[config.mk]
export PLATFORM = sky130hd
export DESIGN_NAME = xmodem_checksum_receiver
export DESIGN_NICKNAME = d
export VERILOG_FILES = /design/src/rtl/xmck_pkg.sv /design/src/rtl/xmodem_checksum_receiver.sv /design/src/rtl/xmck_core.sv
export SDC_FILE = /design/constraint.sdc
export NUM_CORES = 1
export LEC_CHECK = 0
export CAP_MARGIN = 0
export CORE_UTILIZATION = 30
export CTS_BUF_LIST = sky130_fd_sc_hd__clkbuf_8
export CTS_CLUSTER_SIZE = 28
export DETAILED_ROUTE_END_ITERATION = 6
export DONT_BUFFER_PORTS = 1
export SLEW_MARGIN = 20
export SYNTH_ARGS = -nofsm -noshare
export SYNTH_HDL_FRONTEND = slang
export SYNTH_HIERARCHICAL = 1
export SYNTH_SLANG_ARGS = --single-unit
[constraint.sdc]
create_clock -name clk_i -period 4.7 [get_ports clk_i]
set_input_delay 0.705 -clock clk_i [delete_from_list [all_inputs] [get_ports clk_i]]
set_output_delay 0.705 -clock clk_i [all_outputs]
set_load 0.01 [all_outputs]
[src/rtl/xmck_pkg.sv]
`timescale 1ns / 1ps

package xmck_pkg;

  // Protocol framing
  localparam int unsigned BLOCK_BYTES = 128;
  localparam int unsigned OFFSET_BITS = 24;
  localparam int unsigned IDX_W       = $clog2(BLOCK_BYTES);
  localparam int unsigned TICK_W      = 21;

  localparam logic [OFFSET_BITS:0] OFF_MAX  = {1'b0, {OFFSET_BITS{1'b1}}};
  localparam logic [TICK_W-1:0]    TICK_MAX = {TICK_W{1'b1}};
  localparam logic [TICK_W-1:0]    NAK_INTERVAL_RST = TICK_W'(2000000);

  // Control characters
  localparam logic [7:0] CH_SOH = 8'h01;
  localparam logic [7:0] CH_EOT = 8'h04;
  localparam logic [7:0] CH_ACK = 8'h06;
  localparam logic [7:0] CH_NAK = 8'h15;
  localparam logic [7:0] CH_CAN = 8'h18;
  localparam logic [7:0] CH_ALL = 8'hFF;

  // Input word kinds
  typedef enum logic [1:0] {
    OP_TICK    = 2'd0,
    OP_BYTE    = 2'd1,
    OP_RESTART = 2'd2,
    OP_NONE    = 2'd3
  } op_e;

  // Session status
  typedef enum logic [2:0] {
    ST_RUN      = 3'd0,
    ST_DONE     = 3'd1,
    ST_CANCEL   = 3'd2,
    ST_ERROR    = 3'd3,
    ST_OVERFLOW = 3'd4
  } status_e;

  // Receive phase, one-hot
  typedef enum logic [5:0] {
    PH_HEADER   = 6'b000001,
    PH_NUMBER   = 6'b000010,
    PH_COMPL    = 6'b000100,
    PH_DATA     = 6'b001000,
    PH_CHECK    = 6'b010000,
    PH_FINISHED = 6'b100000
  } phase_e;

  // One result word
  typedef struct packed {
    logic                   tx_valid;
    logic [7:0]             tx_byte;
    logic                   wr_valid;
    logic [OFFSET_BITS-1:0] wr_offset;
    logic [7:0]             wr_data;
    status_e                status;
    logic [OFFSET_BITS-1:0] total_bytes;
  } res_t;

endpackage

[src/rtl/xmodem_checksum_receiver.sv]
`timescale 1ns / 1ps

// XMODEM receiver, 8-bit checksum, 128-byte blocks.
// Input stream (s_axis): one word per received byte, idle tick or restart;
// tuser carries the kind, tdata the byte. Output stream (m_axis): exactly one
// result word per input word, carrying the ACK/NAK to send, the image write
// (offset and data), the session status and the count of good bytes.
// Config channel: cfg_data_i sets the start-NAK tick interval; always ready.
// It must be written only while the block is idle; the block does not enforce this.
// Path: an accepted word waits in the input register; its result is then
// captured in the result register and presented on m_axis from there.
// Throughput: one word per cycle while m_axis_tready_i is high, set by the
// combinational state update between the input and result registers.
// Reset: the session returns to the header phase, block 1, count zero, status
// running; the interval returns to 2000000 ticks.
// Stall: while m_axis_tready_i is low the result word holds; the input register
// still takes one more word, then s_axis_tready_o drops until the result goes.

module xmodem_checksum_receiver (
  input  logic        clk_i,
  input  logic        rst_ni,
  // [7:0] rx_byte
  input  logic [7:0]  s_axis_tdata_i,
  // [1:0] op
  input  logic [1:0]  s_axis_tuser_i,
  input  logic        s_axis_tvalid_i,
  output logic        s_axis_tready_o,
  // [7:0] tx_byte, [31:8] wr_offset, [39:32] wr_data, [42:40] status,
  // [66:43] total_bytes, [71:67] zero
  output logic [71:0] m_axis_tdata_o,
  // [0] tx_valid, [1] wr_valid
  output logic [1:0]  m_axis_tuser_o,
  output logic        m_axis_tvalid_o,
  input  logic        m_axis_tready_i,
  input  logic [20:0] cfg_data_i,
  input  logic        cfg_valid_i,
  output logic        cfg_ready_o
);
  import xmck_pkg::*;

  logic              in_vld_q;
  op_e               op_q;
  logic [7:0]        byte_q;
  logic              out_vld_q;
  res_t              res_q;
  res_t              res_d;
  logic [TICK_W-1:0] nak_int_q;
  logic              adv;
  logic              step;
  logic              s_fire;

  assign adv             = !out_vld_q || m_axis_tready_i;
  assign step            = in_vld_q && adv;
  assign s_axis_tready_o = !in_vld_q || adv;
  assign s_fire          = s_axis_tvalid_i && s_axis_tready_o;
  assign cfg_ready_o     = 1'b1;

  // Interval register
  always_ff @(posedge clk_i or negedge rst_ni) begin
    if (!rst_ni) begin
      nak_int_q <= NAK_INTERVAL_RST;
    end else if (cfg_valid_i) begin
      nak_int_q <= cfg_data_i;
    end
  end

  // Input register
  always_ff @(posedge clk_i or negedge rst_ni) begin
    if (!rst_ni) begin
      in_vld_q <= 1'b0;
    end else if (s_fire) begin
      in_vld_q <= 1'b1;
    end else if (step) begin
      in_vld_q <= 1'b0;
    end
  end

  always_ff @(posedge clk_i) begin
    if (s_fire) begin
      op_q   <= op_e'(s_axis_tuser_i);
      byte_q <= s_axis_tdata_i;
    end
  end

  xmck_core u_core (
    .clk_i          (clk_i),
    .rst_ni         (rst_ni),
    .step_i         (step),
    .op_i           (op_q),
    .rx_byte_i      (byte_q),
    .nak_interval_i (nak_int_q),
    .res_o          (res_d)
  );

  // Result register
  always_ff @(posedge clk_i or negedge rst_ni) begin
    if (!rst_ni) begin
      out_vld_q <= 1'b0;
    end else if (step) begin
      out_vld_q <= 1'b1;
    end else if (m_axis_tready_i) begin
      out_vld_q <= 1'b0;
    end
  end

  always_ff @(posedge clk_i) begin
    if (step) begin
      res_q <= res_d;
    end
  end

  assign m_axis_tvalid_o = out_vld_q;
  assign m_axis_tuser_o  = {res_q.wr_valid, res_q.tx_valid};
  assign m_axis_tdata_o  = {5'd0, res_q.total_bytes, res_q.status, res_q.wr_data,
                            res_q.wr_offset, res_q.tx_byte};

  // Only ACK or NAK is ever sent
  a_tx_code : assert property (@(posedge clk_i) disable iff (!rst_ni)
    (out_vld_q && res_q.tx_valid) |->
      (res_q.tx_byte == CH_ACK || res_q.tx_byte == CH_NAK))
    else $error("tx byte is neither ACK nor NAK");

  // A word never both answers and writes
  a_tx_wr_excl : assert property (@(posedge clk_i) disable iff (!rst_ni)
    out_vld_q |-> !(res_q.tx_valid && res_q.wr_valid))
    else $error("tx and image write in one word");

  // No image write once the session has ended
  a_no_wr_done : assert property (@(posedge clk_i) disable iff (!rst_ni)
    (out_vld_q && res_q.status != ST_RUN) |-> !res_q.wr_valid)
    else $error("image write after session end");

  // Good-byte count moves in whole blocks
  a_count_align : assert property (@(posedge clk_i) disable iff (!rst_ni)
    out_vld_q |-> (res_q.total_bytes[IDX_W-1:0] == '0))
    else $error("byte count not block aligned");

endmodule

[src/rtl/xmck_core.sv]
`timescale 1ns / 1ps

module xmck_core (
  input  logic                       clk_i,
  input  logic                       rst_ni,
  input  logic                       step_i,
  input  xmck_pkg::op_e              op_i,
  input  logic [7:0]                 rx_byte_i,
  input  logic [xmck_pkg::TICK_W-1:0] nak_interval_i,
  output xmck_pkg::res_t             res_o
);
  import xmck_pkg::*;

  phase_e                 phase_q, phase_d;
  logic [7:0]             exp_blk_q, exp_blk_d;
  logic                   started_q, started_d;
  logic [IDX_W-1:0]       idx_q, idx_d;
  logic [7:0]             sum_q, sum_d;
  logic [OFFSET_BITS-1:0] count_q, count_d;
  logic [TICK_W-1:0]      ticks_q, ticks_d;
  status_e                status_q, status_d;

  logic [OFFSET_BITS:0]   count_ext;
  logic                   no_room;

  // Overflow test on the first data byte of a block
  assign count_ext = {1'b0, count_q} + (OFFSET_BITS + 1)'(BLOCK_BYTES);
  assign no_room   = (count_ext > OFF_MAX);

  // Next state and result for the word in the input register
  always_comb begin
    phase_d   = phase_q;
    exp_blk_d = exp_blk_q;
    started_d = started_q;
    idx_d     = idx_q;
    sum_d     = sum_q;
    count_d   = count_q;
    ticks_d   = ticks_q;
    status_d  = status_q;

    res_o           = '0;
    res_o.status    = ST_RUN;

    case (op_i)
      OP_RESTART: begin
        phase_d   = PH_HEADER;
        exp_blk_d = 8'd1;
        started_d = 1'b0;
        idx_d     = '0;
        sum_d     = '0;
        count_d   = '0;
        ticks_d   = '0;
        status_d  = ST_RUN;
      end
      OP_TICK: begin
        // start NAKs, only before the first SOH
        if (phase_q == PH_HEADER && !started_q) begin
          if (ticks_q > nak_interval_i) begin
            ticks_d        = '0;
            res_o.tx_valid = 1'b1;
            res_o.tx_byte  = CH_NAK;
          end else if (ticks_q != TICK_MAX) begin
            ticks_d = ticks_q + 1'b1;
          end
        end
      end
      OP_BYTE: begin
        case (phase_q)
          PH_HEADER: begin
            if (!started_q) ticks_d = '0;
            if (rx_byte_i == CH_EOT) begin
              res_o.tx_valid = 1'b1;
              res_o.tx_byte  = CH_ACK;
              status_d       = ST_DONE;
              phase_d        = PH_FINISHED;
            end else if (rx_byte_i == CH_CAN) begin
              status_d = ST_CANCEL;
              phase_d  = PH_FINISHED;
            end else if (rx_byte_i == CH_SOH) begin
              started_d = 1'b1;
              phase_d   = PH_NUMBER;
            end else if (started_q) begin
              status_d = ST_ERROR;
              phase_d  = PH_FINISHED;
            end
          end
          PH_NUMBER: begin
            if (rx_byte_i != exp_blk_q) begin
              res_o.tx_valid = 1'b1;
              res_o.tx_byte  = CH_NAK;
              phase_d        = PH_HEADER;
            end else begin
              phase_d = PH_COMPL;
            end
          end
          PH_COMPL: begin
            if ((exp_blk_q ^ rx_byte_i) != CH_ALL) begin
              res_o.tx_valid = 1'b1;
              res_o.tx_byte  = CH_NAK;
              phase_d        = PH_HEADER;
            end else begin
              idx_d   = '0;
              sum_d   = '0;
              phase_d = PH_DATA;
            end
          end
          PH_DATA: begin
            if (idx_q == '0 && no_room) begin
              status_d = ST_OVERFLOW;
              phase_d  = PH_FINISHED;
            end else begin
              res_o.wr_valid  = 1'b1;
              res_o.wr_offset = count_q + OFFSET_BITS'(idx_q);
              res_o.wr_data   = rx_byte_i;
              sum_d           = sum_q + rx_byte_i;
              if (idx_q == IDX_W'(BLOCK_BYTES - 1)) begin
                idx_d   = '0;
                phase_d = PH_CHECK;
              end else begin
                idx_d = idx_q + 1'b1;
              end
            end
          end
          PH_CHECK: begin
            res_o.tx_valid = 1'b1;
            if (sum_q == rx_byte_i) begin
              exp_blk_d     = exp_blk_q + 8'd1;
              count_d       = count_q + OFFSET_BITS'(BLOCK_BYTES);
              res_o.tx_byte = CH_ACK;
            end else begin
              res_o.tx_byte = CH_NAK;
            end
            phase_d = PH_HEADER;
          end
          default: begin
          end
        endcase
      end
      default: begin
      end
    endcase

    res_o.status      = status_d;
    res_o.total_bytes = count_d;
  end

  // Session state
  always_ff @(posedge clk_i or negedge rst_ni) begin
    if (!rst_ni) begin
      phase_q   <= PH_HEADER;
      exp_blk_q <= 8'd1;
      started_q <= 1'b0;
      idx_q     <= '0;
      sum_q     <= '0;
      count_q   <= '0;
      ticks_q   <= '0;
      status_q  <= ST_RUN;
    end else if (step_i) begin
      phase_q   <= phase_d;
      exp_blk_q <= exp_blk_d;
      started_q <= started_d;
      idx_q     <= idx_d;
      sum_q     <= sum_d;
      count_q   <= count_d;
      ticks_q   <= ticks_d;
      status_q  <= status_d;
    end
  end

endmodule
### Word-level counts from Yosys, hierarchy flattened

Cells that the tools add are included.

| cells by class | value |
|---|---|
| eq/ne operators | 30 |
| reduce and logical (&&, ||, !) cells | 22 |
| bitwise gates (word level) | 3 |
| add/subtract/negate cells | 7 |
| magnitude comparators | 2 |
| mux-type cells | 56 |

Operators with widths:

| cell | number |
|---|---|
| $mux W21 | 5 |
| $pmux W21 S3 | 1 |
| $mux W24 | 2 |
| $pmux W24 S2 | 1 |
| $pmux W8 S2 | 3 |
| $mux W9 | 5 |
| $mux W6 | 6 |
| $pmux W9 S4 | 1 |
| $mux W33 | 1 |
| $mux W8 | 4 |
| $pmux W6 S5 | 1 |
| $pmux W7 S2 | 2 |
| $add A24 B8 Y25 const B | 1 |
| $gt A25 B24 Y1 const B | 1 |
| $add A24 B7 Y24 | 1 |
| $add A24 B8 Y24 const B | 1 |
| $add A21 B1 Y21 const B | 1 |
| $gt A21 B21 Y1 | 1 |
| $mux W7 | 3 |
| $ne A21 B21 Y1 const B | 1 |
| $mux W3 | 6 |
| $pmux W9 S2 | 1 |
| $ne A6 B5 Y1 const B | 2 |
| $pmux W3 S2 | 2 |
| other kinds (41) | 67 |

| storage, ports and cells | value |
|---|---|
| bits of input ports | 36 |
| output and inout bits | 77 |
| bits in registers | 180 |
| logic and storage cells | 140 |

### Logic depth before layout (Yosys ltp)

Gate-level depths: netlist (run 1).

| depth | value |
|---|---|
| depth in word-level cells | 6 |
| gate-level depth with buffers | 11 |
| mapped depth without buffers | 10 |

### Modules after synthesis

The synthesis (run 1) kept the hierarchy.

By module, submodules not included:

| module | seq. area each (µm²) | cells each | instances | area an instance (µm²) |
|---|---|---|---|---|
| xmck_core | 1954.4 | 845 | 1 | 6707.7 |
| xmodem_checksum_receiver | 2956.6 | 139 | 1 | 3382.0 |

### Worst setup path before layout (run 1)

OpenSTA, ideal clock, no wires.

| timing | value |
|---|---|
| path type | in2reg |
| start point | input m_axis_tready_i |
| end point | register u_core.ticks_q[8] |
| stages | 7 |
| data required time | 4.573 ns |
| path buffers | 0 |
| library setup time | 0.127 ns |
| arrival time | 3.943 ns |
| path slack | 0.630 ns |
| cell sequence | nand2b_1 > and2_1 > o221ai_2 > nor3b_2 > nand2_1 > and3_1 > a221o_1 |

| between the ends | value |
|---|---|
| cells in the longest elaborated chain, start to end | 3 |

RTL lines:

| what | line | source |
|---|---|---|
| start, declared | xmodem_checksum_receiver.sv:34 | `input logic m_axis_tready_i,` |
| $logic_or A1 B1 Y1 | xmodem_checksum_receiver.sv:52 | `assign adv = !out_vld_q \|\| m_axis_tready_i;` |
| $logic_and A1 B1 Y1 | xmodem_checksum_receiver.sv:53 | `assign step = in_vld_q && adv;` |
| named net step | xmodem_checksum_receiver.sv:49 | `logic step;` |
| $reduce_and A6 Y1 (no source line) | n/a |  |
| end signal, assigned | xmck_core.sv:165 | `ticks_q <= ticks_d;` |
| end, declared | xmck_core.sv:20 | `logic [TICK_W-1:0] ticks_q, ticks_d;` |

The timed path passes the listed nets, and every way through them passes these cells.
A chain may end at the register's enable or synchronous reset.

==> results of run 1 <==
power groups by stage:
stage | clock network, mW | registers [mW] | logic (mW)
floorplan | 0 | 1.84 | 0.279
global placement | 0 | 1.86 | 0.333
detailed placement | 0 | 1.86 | 0.339
CTS | 1.17 | 1.83 | 0.362
global route | 1.23 | 1.84 | 0.408
finish | 1.12 | 1.83 | 0.361
how the worst max path moves through the flow:
stage	from	to	cells after the start
after floorplan	m_axis_tready_i	u_core/ticks_q[8]	7
after global placement	byte_q[2]	m_axis_tdata_o[66]	7
after detailed placement	byte_q[4]	m_axis_tdata_o[66]	8
after CTS	byte_q[4]	m_axis_tdata_o[66]	8
after global routing	u_core/count_q[7]	u_core/phase_q[4]	9
final	byte_q[4]	m_axis_tdata_o[66]	8
critical path, stage by stage, from the launching register on:
cell and delay [ns]:
sky130_fd_sc_hd__edfxtp_1 0.54, sky130_fd_sc_hd__ha_1 0.40, sky130_fd_sc_hd__nor3_1 0.25, sky130_fd_sc_hd__nand3_1 0.25, sky130_fd_sc_hd__or4_1 0.80, sky130_fd_sc_hd__or4_4 0.64, sky130_fd_sc_hd__nor3_1 0.15, sky130_fd_sc_hd__a21oi_1 0.06
sky130_fd_sc_hd__o2bb2ai_1 0.15
layout make-up:
type | count | area, um^2 | share of cell area
well taps | 442 | 553 | 0.0507
repair buffers | 13 | 125 | 0.0115
diodes | 2 | 5.00 | 0.000459
clock buffers | 17 | 234 | 0.0214
clock inverters | 15 | 184 | 0.0169
inverters | 55 | 206 | 0.0189
flip-flops and latches | 180 | 4910 | 0.450
multi-input cells | 698 | 4690 | 0.430
stage by stage:
stage | power [mW] | instance area, um^2 | std cells | hold slack, ns | util
2_1_floorplan | 2.12 | 10100 | 991 | 0.409 | -
3_3_place_gp | 2.20 | 10400 | 1384 | 0.414 | 0.318
3_5_place_dp | 2.20 | 10400 | 1384 | 0.415 | 0.318
4_1_cts | 3.37 | 10900 | 1418 | 0.00380 | 0.332
5_1_grt | 3.48 | 10900 | 1420 | 0.00185 | 0.333
6_report | 3.31 | 10900 | 1422 | 0.0594 | 0.333
layer usage:
| metal | wire (um) | vias up | GRT usage |
|---|---|---|---|
| met4 | 380 | 6 | 0.0479 |
| met3 | 1270 | 30 | 0.0403 |
| met1 | 11600 | 3492 | 0.198 |
| met2 | 11300 | 198 | 0.230 |
| li1 | - | 3515 | - |
| met5 | 35 | - | 0 |
timing repair:
item | CTS | global route
hold buffers | 2 | 2
gates resized for setup | 0 | 0
endpoints found under the hold margin | 92 | 1
buffers inserted | 0 | 0
kinds of logic (layout without fill, tap and decap cells):
| group | Yosys count | in the layout | synth area share |
|---|---|---|---|
| AND/OR/NAND/NOR | 362 | 362 | 0.190 |
| AO/OA/AOI/OAI | 198 | 198 | 0.126 |
| flip-flops | 180 | 180 | 0.487 |
| buffers and inverters | 113 | 100 | 0.0515 |
| XOR/XNOR | 49 | 49 | 0.0425 |
| adder cells (fa/ha/maj) | 45 | 45 | 0.0573 |
| multiplexers | 34 | 34 | 0.0444 |
| other | 3 | 12 | 0.00112 |
flip-flops by register name (all words and copies together) (netlist names):
register / count
u_core/count_q: 24
byte_q: 8
nak_int_q: 21
u_core/started_q: 1
u_core/phase_q: 6
m_axis_tdata_o: 67
u_core/exp_blk_q: 8
in_vld_q: 1
u_core/ticks_q: 21
u_core/status_q: 3
op_q: 2
u_core/sum_q: 8
m_axis_tvalid_o: 1
u_core/idx_q: 7
m_axis_tuser_o: 2
cells in the final DEF, fill, tap and decap left out, drive strengths merged, types with 7 or more instances in the layout:
| cell type | count |
|---|---|
| buf | 10 |
| nand2b | 7 |
| nand3 | 48 |
| dfrtp | 92 |
| xor2 | 23 |
| o22ai | 9 |
| nor2b | 8 |
| nor2 | 77 |
| ha | 43 |
| edfxtp | 79 |
| o31ai | 7 |
| mux2i | 8 |
| a21o | 7 |
| nor4 | 14 |
| a22o | 11 |
| mux2 | 26 |
| a21oi | 55 |
| conb | 10 |
| a31oi | 12 |
| and4 | 9 |
| o21ai | 61 |
| nand4 | 20 |
| nor3 | 26 |
| nand2 | 78 |
| xnor2 | 26 |
| and3 | 29 |
| and2 | 20 |
| a41oi | 7 |
| dfstp | 9 |
| clkbuf | 17 |
| inv | 63 |
==> out/qor_table.md, run 1 <==
| Stage | Item | This run |
|---|---|---|
| cells and area | Synthesis-to-finish area growth | 8.14% |
| cells and area | Fillers | 3296 |
| grt | Vias in the first global route | 6761 |
| yosys | Post-synth top area cell | sky130_fd_sc_hd__edfxtp_1 |
| yosys | Gate Count Post-Synth | 984 |
| sta | Setup repair after global routing missed its margin | false |
| sta | Worst setup margin | 1.31 ns |
| clock network | CTS max path bufs | 2 |
| floorplan | Vertical die dimension | 185 um |
| clock network | Number of clock buffers inserted by TritonCTS | 17 |
| yosys | Register area share after synthesis | 0.487 |
| grt | Gr ovfl total | 0 |
| worst setup path | Kind of launch point of the worst setup path | flop |
| yosys | Post-Syn Area per Cell | 10.3 um^2 |
| yosys | Leading cell types by total area after synthesis | sky130_fd_sc_hd__edfxtp_1, sky130_fd_sc_hd__dfrtp_1, sky130_fd_sc_hd__ha_1, sky130_fd_sc_hd__mux2_4, sky130_fd_sc_hd__nand2_1 |
| detailed routing | Total routed wirelength | 24600 um |
| cells and area | Share of final-layout standard cells stronger than drive strength 1 | 0.110 |
| yosys | Share of the synthesized area in the top cell type | 0.235 |
| floorplan | Number of top-level pins | 113 |
| floorplan | Total core area | 32800 um^2 |
| sta | Slew Limit Fails | 0 |
| clock network | Buffer type at the clock tree root | sky130_fd_sc_hd__clkbuf_8 |
| placement | HPWL after detailed placement | 16900 um |
| worst setup path | Critical R2R Launch | byte_q[4] |
| sta | Timing-limited maximum frequency | 295 MHz |
| clock network | Clock sink total | 180 |
| detailed routing | Routed length per placed instance | 17.3 um |
| pwr | Internal power | 2.33 mW |
| pwr | Pwr dens | 303 nW/um^2 |
| worst setup path | CP Class | flop to flop |
| grt | Antenna violations before repair | 5 |
| worst setup path | Critical Path Fanout Max | 12 |
| yosys | #FFs+latches synth | 180 |
| pwr | Net switching power of the design | 0.983 mW |
| floorplan | Initial core utilization | 0.308 |
| yosys | Synth Cell Area | 10100 um^2 |
| yosys | Synthesis Warnings | 6 |
| grt | Tot GR Track Use | 0.148 |
| floorplan | Full die area | 34400 um^2 |
| clock network | Worst-Skew Late Latency | 0.50 ns |
| yosys | Share of async-settable or async-resettable flops after synthesis | 0.561 |
| grt | Maximum number of pins on one net before global-route repair | 93 |
| clock network | Clock tree from TritonCTS | done |
| detailed routing | Initial DRC count | 578 |
| sta | Setup TNS Final | 0 ns |
| placement | Port Buf Inserts | 0 |
| sta | Final hold viol count | 0 |
| pwr | Part of the total power dissipated in sequential elements | 0.552 |
| yosys | Count of flip-flops with a built-in enable after synthesis | 79 |
| worst setup path | Worst endpoint required time | 5.05 ns |
| sta | Crit share post-route | 0.721 |
| sta | Clock tree skew after final layout | 0.0209 ns |
| job | Number of max-cap violations | 0 |
| yosys | Primary flip-flop cell chosen by synthesis mapping | sky130_fd_sc_hd__dfrtp_1 |
| worst setup path | Worst reg2reg path endpoint | m_axis_tdata_o[66] |
| floorplan | Placement Rows | 66 |
| pwr | Net Sw Frac | 0.297 |
| worst setup path | Critical path capture point type | flop |
| worst setup path | Cell depth of the worst flop-to-flop path | 8 |
| pwr | Combinational cell fraction of total power | 0.109 |
| outcome | Run status | finished, final reports clean |
| yosys | Top cells by instance count after synthesis | sky130_fd_sc_hd__dfrtp_1, sky130_fd_sc_hd__edfxtp_1, sky130_fd_sc_hd__nand2_1, sky130_fd_sc_hd__nor2_1 |
| pwr | Peak supply drop | 189 uV |
| sta | Minimum clock period after layout | 3.39 ns |
| detailed routing | First drt pass iteration count | 4 |
| clock network | Clock H-tree levels | 4 |
| clock network | Clock input transition at the sequential cells of the worst setup and hold paths | 0.11 ns |
| detailed routing | DRC violation count after routing | 0 |
| floorplan | Die span in x | 185 um |
| placement | Pre-CTS worst setup slack | 1.37 ns |
| sta | Slew Limit Headroom | 0.407 |
| detailed routing | Post-DR vias/cell | 5.09 |
| sta | Worst Max-Slew Pin Slew | 0.888 ns |
| pwr | Clk network pwr share | 0.339 |
| hold path | Worst min path class | input pin to async pin |
| worst setup path | Flop-to-flop setup slack | 1.31 ns |
| sta | Setup Viol. Count Final | 0 |
| grt | Global-route wire length before repair | 38700 um |
| yosys | Most common cell in the netlist | sky130_fd_sc_hd__dfrtp_1 |
| pwr | Pleak | 4.36 nW |
| detailed routing | Overall via count from detail_route | 7241 |
| placement | GP Congestion | 0.846 |
| worst setup path | Data arrival, critical path | 3.74 ns |
| yosys | Number of distinct library cells after synthesis | 76 |
| cells and area | Number of nets in the final layout | 1046 |
| detailed routing | Antenna viol nets, final | 0 |
Note: power is estimated with default switching activity, not from simulation.
==> inputs of run 2 (changes only) <==
==> constraint.sdc (replaced) <==
create_clock -name clk_i -period 3.48 [get_ports clk_i]
set_input_delay 0.522 -clock clk_i [delete_from_list [all_inputs] [get_ports clk_i]]
set_output_delay 0.522 -clock clk_i [all_outputs]
set_load 0.01 [all_outputs]
==> run 2 against run 1 <==
Non-clock buffer count grew 11. Total power grew 38%. Combinational power is 39% higher. Routed wire length shrank 1.3%. Largest cell class unchanged. Hold slack better by 0.042 ns. Utilization increased by 0.31 points. Global-route usage fell by 0.059 points. Maximum frequency is 7.5% higher. Sequential share of layout area is 0.41 points lower. First-iteration DRC count grew 19%. Highest routed layer unchanged. Die area did not move. Clock power rose by 42%.
==> out/qor_table.md, run 2 (same netlist as run 1, synthesis figures left out) <==
| Stage | Item | This run | Change |
|---|---|---|---|
| cells and area | Commonest cells after routing, fill and taps aside | sky130_fd_sc_hd__dfrtp_1, sky130_fd_sc_hd__edfxtp_1, sky130_fd_sc_hd__nand2_1 |  |
| sta | Slew Limit Headroom | 0.393 | -0.0140 |
| pwr | Final total power | 4.56 mW | +38% |
| floorplan | Full die area | 34400 um^2 | unchanged |
| worst setup path | Critical path depth | 8 | unchanged |
| sta | Setup TNS Final | 0 ns | unchanged |
| pwr | Pwr dens | 414 nW/um^2 | +36% |
| hold path | Hold Crit Depth | 0 |  |
| detailed routing | Total routed wirelength | 24200 um | -1.3% |
| floorplan | Die span in x | 185 um | unchanged |
| detailed routing | Overall via count from detail_route | 7244 | +0.041% |
| clock network | Clock H-tree levels | 4 | unchanged |
| grt | Tot GR Track Use | 0.148 | -0.000588 |
| worst setup path | Kind of launch point of the worst setup path | flop |  |
| pwr | Pleak | 4.42 nW | +1.5% |
| grt | Maximum number of pins on one net before global-route repair | 102 | +9.7% |
| worst setup path | Worst reg2reg path endpoint | m_axis_tdata_o[66] |  |
| worst setup path | Top cell family by delay on the critical path | simple AND/OR/NAND/NOR gates |  |
| placement | GP Congestion | 0.853 | +0.82% |
| grt | Antenna violations before repair | 3 | -2 |
| cells and area | Core Util, Final | 0.336 | +0.00309 |
| cells and area | Most common cell after layout, fill and taps aside | sky130_fd_sc_hd__dfrtp_1 |  |
| worst setup path | Critical path capture point type | flop |  |
| worst setup path | Critical path buffers and inverters | 0 | unchanged |
| worst setup path | Critical path capture point | m_axis_tdata_o[66] |  |
| clock network | Post-CTS Repair Setup Buffers | 0 | unchanged |
| placement | HPWL after detailed placement | 17000 um | +0.43% |
| floorplan | Vertical die dimension | 185 um | unchanged |
| detailed routing | Post-DR vias/cell | 5.06 | -0.59% |
| detailed routing | First drt pass iteration count | 5 | +1 |
| outcome | Run status | finished, final reports clean |  |
| worst setup path | Worst setup path startpoint | byte_q[6] |  |
| sta | Setup Viol. Count Final | 0 | unchanged |
| hold path | Worst min path class | input pin to flop |  |
| cells and area | Synthesis-to-finish area growth | 9.14% |  |
| worst setup path | Critical R2R Launch | byte_q[6] |  |
| detailed routing | Antenna viol nets, final | 0 | unchanged |
| placement | Port Buf Inserts | 0 | unchanged |
| clock network | Buffer type at the clock tree root | sky130_fd_sc_hd__clkbuf_8 |  |
| clock network | Worst-Skew Late Latency | 0.50 ns | about the same |
| clock network | CTS max path bufs | 2 | unchanged |
| detailed routing | Initial DRC count | 688 | +19% |
| worst setup path | CP max-delay cell | sky130_fd_sc_hd__or4_1 |  |
| clock network | Clock tree from TritonCTS | done |  |
| sta | Final hold viol count | 0 | unchanged |
| worst setup path | CP max stage delay | 0.60 ns | -0.20 ns |
| clock network | Clock input transition at the sequential cells of the worst setup and hold paths | 0.12 ns | about the same |
| worst setup path | Worst endpoint required time | 3.84 ns | -1.21 ns |
| sta | Clock tree skew after final layout | 0.0236 ns | +0.00267 ns |
| sta | Setup repair after global routing missed its margin | false |  |
| sta | Minimum clock period after layout | 3.15 ns | -0.237 ns |
| cells and area | Number of inserted diodes | 0 | -2 |
| worst setup path | Flop-to-flop setup slack | 0.33 ns | -0.98 ns |
| detailed routing | DRC violation count after routing | 0 | unchanged |
| placement | Pre-CTS worst setup slack | 0.332 ns | -1.04 ns |
| sta | Slew Limit Fails | 0 | unchanged |
| sta | Crit share post-route | 0.906 | +0.185 |
| cells and area | Number of nets in the final layout | 1057 | +1.1% |
| grt | Global-route wire length before repair | 38900 um | +0.66% |
| floorplan | Placement Rows | 66 | unchanged |
| detailed routing | Routed length per placed instance | 16.9 um | -2.0% |
| worst setup path | CP Cell Sequence | ha_1 > nor4_1 > nand3_1 > or4_1 > or4_4 > nor3_1 > a21oi_1 > o2bb2ai_1 |  |
| cells and area | Number of flip-flops under the largest register name | 67 | unchanged |
| clock network | Number of clock buffers inserted by TritonCTS | 17 | unchanged |
| clock network | Clock sink total | 180 | unchanged |
| sta | Hold Slack | 0.102 ns | +0.0423 ns |
| worst setup path | Cell depth of the worst flop-to-flop path | 8 | unchanged |
| pwr | Peak supply drop | 249 uV | +31% |
| sta | Worst setup margin | 0.327 ns | -0.983 ns |
| grt | Gr ovfl total | 0 | unchanged |
| floorplan | Initial core utilization | 0.308 | unchanged |
| worst setup path | Critical Path Fanout Max | 5 | -7 |
| sta | Worst Max-Slew Pin Slew | 0.911 ns | +0.0231 ns |
| worst setup path | CP Class | flop to flop |  |
| floorplan | Total core area | 32800 um^2 | unchanged |
| cells and area | Share of final-layout standard cells stronger than drive strength 1 | 0.122 | +0.0119 |
| worst setup path | Data arrival, critical path | 3.51 ns | -0.23 ns |
| sta | Timing-limited maximum frequency | 317 MHz | +7.5% |
| grt | Vias in the first global route | 7055 | +4.3% |
| floorplan | Number of top-level pins | 113 | unchanged |
| job | Number of max-cap violations | 0 | unchanged |
-- run 2: layout make-up --
| class | instances | area, um^2 |
|---|---|---|
| timing repair buffer | 24 | 203 |
| multi-input combinational | 698 | 4690 |
| inverter | 55 | 206 |
| fill | 3356 | 21800 |
| sequential | 180 | 4910 |
| tap | 442 | 553 |
| clock inverter | 15 | 213 |
| clock buffer | 17 | 234 |
-- run 2: worst min path at each step --
stage                            from            to  slack [ns]
finish              s_axis_tdata_i[7]     byte_q[7]        0.10
floorplan                      rst_ni      in_vld_q        0.23
global placement               rst_ni  nak_int_q[3]        0.23
CTS                 s_axis_tdata_i[7]     byte_q[7]        0.06
detailed placement             rst_ni  nak_int_q[4]        0.23
global route        s_axis_tdata_i[7]     byte_q[7]        0.06
-- run 2: metal layers --
layer / GRT usage / up-vias / part of all wire
li1: - / 3515 / -
met1: 0.197 / 3523 / 0.47
met2: 0.233 / 173 / 0.47
met3: 0.0378 / 27 / 0.049
met4: 0.0456 / 6 / 0.013
met5: 0 / - / 0.0014
-- run 2: timing repair --
action | in CTS | in global routing
hold endpoints to repair | 101 | 0
hold buffers | 2 | 0
gates resized for setup | 0 | 0
-- run 2: through the flow --
| stage | cells | cell area [um^2] |
|---|---|---|
| after CTS | 1431 | 11000 |
| after floorplan | 991 | 10100 |
| after global routing | 1431 | 11000 |
| after global placement | 1397 | 10500 |
| after detailed placement | 1397 | 10500 |
| final | 1431 | 11000 |
-- run 2: power by group --
group | internal, mW | switching [mW] | total [mW]
combinational | 0.185 | 0.318 | 0.503
sequential | 2.35 | 0.114 | 2.47
clock | 0.685 | 0.904 | 1.59
==> inputs of run 3 (changes only) <==
--- a/config.mk
+++ b/config.mk
@@ -5,12 +5,15 @@
 export SDC_FILE = /design/constraint.sdc
 export NUM_CORES = 1
 export LEC_CHECK = 0
+export ABC_CLOCK_PERIOD_IN_PS = 3480
 export CAP_MARGIN = 0
-export CORE_UTILIZATION = 30
+export CORE_UTILIZATION = 65
 export CTS_BUF_LIST = sky130_fd_sc_hd__clkbuf_8
+export CTS_CLUSTER_DIAMETER = 150
 export CTS_CLUSTER_SIZE = 28
 export DETAILED_ROUTE_END_ITERATION = 6
 export DONT_BUFFER_PORTS = 1
+export PLACE_DENSITY = 0.81
 export SLEW_MARGIN = 20
 export SYNTH_ARGS = -nofsm -noshare
 export SYNTH_HDL_FRONTEND = slang
==> run 3 against run 2 <==
Cell area decreased by 3.6%. Register-to-register slack improved by 0.06 ns. Clock power shrank 7%. Count of clock-buffer cells in the layout is 3 higher. Critical endpoint is now m_axis_tdata_o[40]. Highest routed layer is now met4.
==> out/qor_table.md, run 3 (same netlist as run 1, synthesis figures left out) <==
| Stage | Item | This run | Change |
|---|---|---|---|
| outcome | Run status | finished, final reports clean |  |
| clock network | Cts repair resizes | 0 | unchanged |
| detailed routing | First drt pass iteration count | 5 | unchanged |
| detailed routing | Antenna viol nets, final | 0 | unchanged |
| sta | Slew Limit Headroom | 0.427 | +0.0345 |
| sta | Timing-limited maximum frequency | 324 MHz | +2.1% |
| cells and area | Post-route cell area | 10600 um^2 | -3.6% |
| pwr | Pleak | 4.40 nW | -0.54% |
| sta | Crit share post-route | 0.887 | -0.0185 |
| pwr | Final total power | 4.42 mW | -3.0% |
| clock network | Worst-Skew Late Latency | 0.47 ns | -0.03 ns |
| detailed routing | Initial DRC count | 770 | +12% |
| job | Number of max-cap violations | 0 | unchanged |
| floorplan | Number of top-level pins | 113 | unchanged |
| cells and area | Fillers | 1131 | -66% |
| worst setup path | Worst endpoint required time | 3.67 ns | -0.17 ns |
| worst setup path | Critical path capture point | m_axis_tdata_o[40] |  |
| sta | Worst Max-Slew Pin Slew | 0.859 ns | -0.0517 ns |
| worst setup path | Data arrival, critical path | 3.28 ns | -0.23 ns |
| worst setup path | Worst reg2reg path endpoint | m_axis_tdata_o[40] |  |
| grt | Tot GR Track Use | 0.273 | +0.125 |
| worst setup path | Flop-to-flop setup slack | 0.39 ns | +0.06 ns |
| floorplan | Total core area | 15200 um^2 | -54% |
| pwr | Net switching power of the design | 1.14 mW | -15% |
| sta | Hold Slack | 0.140 ns | +0.0385 ns |
| placement | Port Buf Inserts | 0 | unchanged |
| pwr | Pwr dens | 416 nW/um^2 | +0.65% |
| cells and area | Number of inserted diodes | 0 | unchanged |
| worst setup path | Critical path buffers and inverters | 0 | unchanged |
| detailed routing | Total routed wirelength | 20900 um | -14% |
| sta | Setup repair after global routing missed its margin | false |  |
| pwr | Internal power | 3.29 mW | +2.1% |
| floorplan | Placement Rows | 45 | -32% |
| cells and area | Number of nets in the final layout | 1051 | -0.57% |
| worst setup path | CP Cell Sequence | ha_1 > nand3_1 > nor3_1 > xnor2_1 > o41a_1 > nor2_2 > or4_1 > o221ai_1 |  |
| pwr | Part of the total power dissipated in sequential elements | 0.556 | +0.015 |
| clock network | Clock input transition at the sequential cells of the worst setup and hold paths | 0.09 ns | -0.03 ns |
| cells and area | Most common cell after layout, fill and taps aside | sky130_fd_sc_hd__dfrtp_1 |  |
| cells and area | Synthesis-to-finish area growth | 5.22% |  |
| worst setup path | CP max-delay cell | sky130_fd_sc_hd__o41a_1 |  |
| cells and area | Number of flip-flops under the largest register name | 67 | unchanged |
| floorplan | Die span in x | 127 um | -32% |
| cells and area | Core Util, Final | 0.698 | +0.362 |
| worst setup path | CP max stage delay | 0.66 ns | +0.06 ns |
| clock network | Buffer type at the clock tree root | sky130_fd_sc_hd__clkbuf_8 |  |
| clock network | Clock H-tree levels | 4 | unchanged |
| worst setup path | Top cell family by delay on the critical path | simple AND/OR/NAND/NOR gates |  |
| detailed routing | DRC violation count after routing | 0 | unchanged |
| grt | Vias in the first global route | 6840 | -3.0% |
| detailed routing | Post-DR vias/cell | 6.32 | +25% |
| sta | Worst setup margin | 0.392 ns | +0.0644 ns |
| worst setup path | Kind of launch point of the worst setup path | flop |  |
| detailed routing | Overall via count from detail_route | 7397 | +2.1% |
| worst setup path | CP Class | flop to flop |  |
| sta | Setup TNS Final | 0 ns | unchanged |
| worst setup path | Critical path depth | 8 | unchanged |
| clock network | CTS max path bufs | 2 | unchanged |
| grt | Global-route wire length before repair | 34000 um | -13% |
| cells and area | Final Instance Count excl. Fillers | 1171 | -18% |
| pwr | Peak supply drop | 448 uV | +80% |
| cells and area | Commonest cells after routing, fill and taps aside | sky130_fd_sc_hd__dfrtp_1, sky130_fd_sc_hd__edfxtp_1, sky130_fd_sc_hd__nand2_1 |  |
| clock network | Clock sink total | 180 | unchanged |
| placement | Pre-CTS worst setup slack | 0.463 ns | +0.132 ns |
| clock network | Clock tree from TritonCTS | done |  |
| sta | Final hold viol count | 0 | unchanged |
| grt | Maximum number of pins on one net before global-route repair | 102 | unchanged |
| sta | Setup Viol. Count Final | 0 | unchanged |
| worst setup path | Critical R2R Launch | u_core/count_q[7] |  |
| grt | Gr ovfl total | 0 | unchanged |
| pwr | Clk network pwr share | 0.334 | -0.015 |
| placement | GP Congestion | 0.857 | +0.48% |
| worst setup path | Critical Path Fanout Max | 13 | +8 |
| clock network | Number of clock buffers inserted by TritonCTS | 17 | unchanged |
| worst setup path | Cell depth of the worst flop-to-flop path | 8 | unchanged |
| hold path | Worst min path class | input pin to flop |  |
| floorplan | Vertical die dimension | 127 um | -32% |
| floorplan | Full die area | 16000 um^2 | -53% |
| sta | Slew Limit Fails | 0 | unchanged |
| sta | Minimum clock period after layout | 3.09 ns | -0.0644 ns |
| placement | Post-Place Cells | 1137 | -19% |
| worst setup path | Worst setup path startpoint | u_core/count_q[7] |  |
| hold path | Start point of the worst hold path | s_axis_tdata_i[0] |  |
| detailed routing | Routed length per placed instance | 17.9 um | +5.4% |
| pwr | Net Sw Frac | 0.257 | -0.0365 |
| floorplan | Initial core utilization | 0.664 | +0.356 |
| cells and area | Share of final-layout standard cells stronger than drive strength 1 | 0.113 | -0.00943 |
| worst setup path | Critical path capture point type | flop |  |
| sta | Clock tree skew after final layout | 0.0137 ns | -0.00995 ns |
| pwr | Combinational cell fraction of total power | 0.109 | about the same |
| placement | HPWL after detailed placement | 14300 um | -16% |
| grt | Antenna violations before repair | 0 | -3 |
| placement | Post-DP Area | 10200 um^2 | -3.4% |
==> run 3: worst min path at each step <==
stage | endpoint | slack (ns) | cells past startpoint
final | byte_q[0] | 0.14 | 0
after global placement | u_core/count_q[16] | 0.23 | 0
after CTS | byte_q[3] | 0.11 | 0
after global routing | byte_q[3] | 0.11 | 0
after floorplan | in_vld_q | 0.23 | 0
after detailed placement | u_core/count_q[18] | 0.23 | 0
==> run 3: per-layer routing <==
layer | vias to the layer above | share of wire | track usage
met5 | - | 0 | 0
met4 | 0 | 0.023 | 0.114
met3 | 39 | 0.067 | 0.0498
met2 | 284 | 0.46 | 0.420
met1 | 3563 | 0.45 | 0.383
li1 | 3511 | - | -
==> run 3: cell type report <==
cell class / count / area (um^2) / share of cell area
clock inverters: 12 / 139 / 0.0131
clock buffers: 20 / 275 / 0.0259
multi-input cells: 698 / 4690 / 0.442
flip-flops and latches: 180 / 4910 / 0.463
well taps: 188 / 235 / 0.0222
repair buffers: 18 / 158 / 0.0148
inverters: 55 / 206 / 0.0194
==> run 3: power by group through the flow <==
stage / Combinational (mW) / Sequential (mW) / Clock (mW)
after floorplan: 0.377 / 2.48 / 0
after global placement: 0.438 / 2.50 / 0
after detailed placement: 0.449 / 2.50 / 0
after CTS: 0.481 / 2.46 / 1.51
after global routing: 0.541 / 2.47 / 1.58
final: 0.484 / 2.46 / 1.48
==> run 3: timing repair <==
item	4_1_cts	5_1_grt
setup buffers	0	0
setup endpoints to repair	0	0
hold buffers	2	0
hold endpoints to repair	101	0
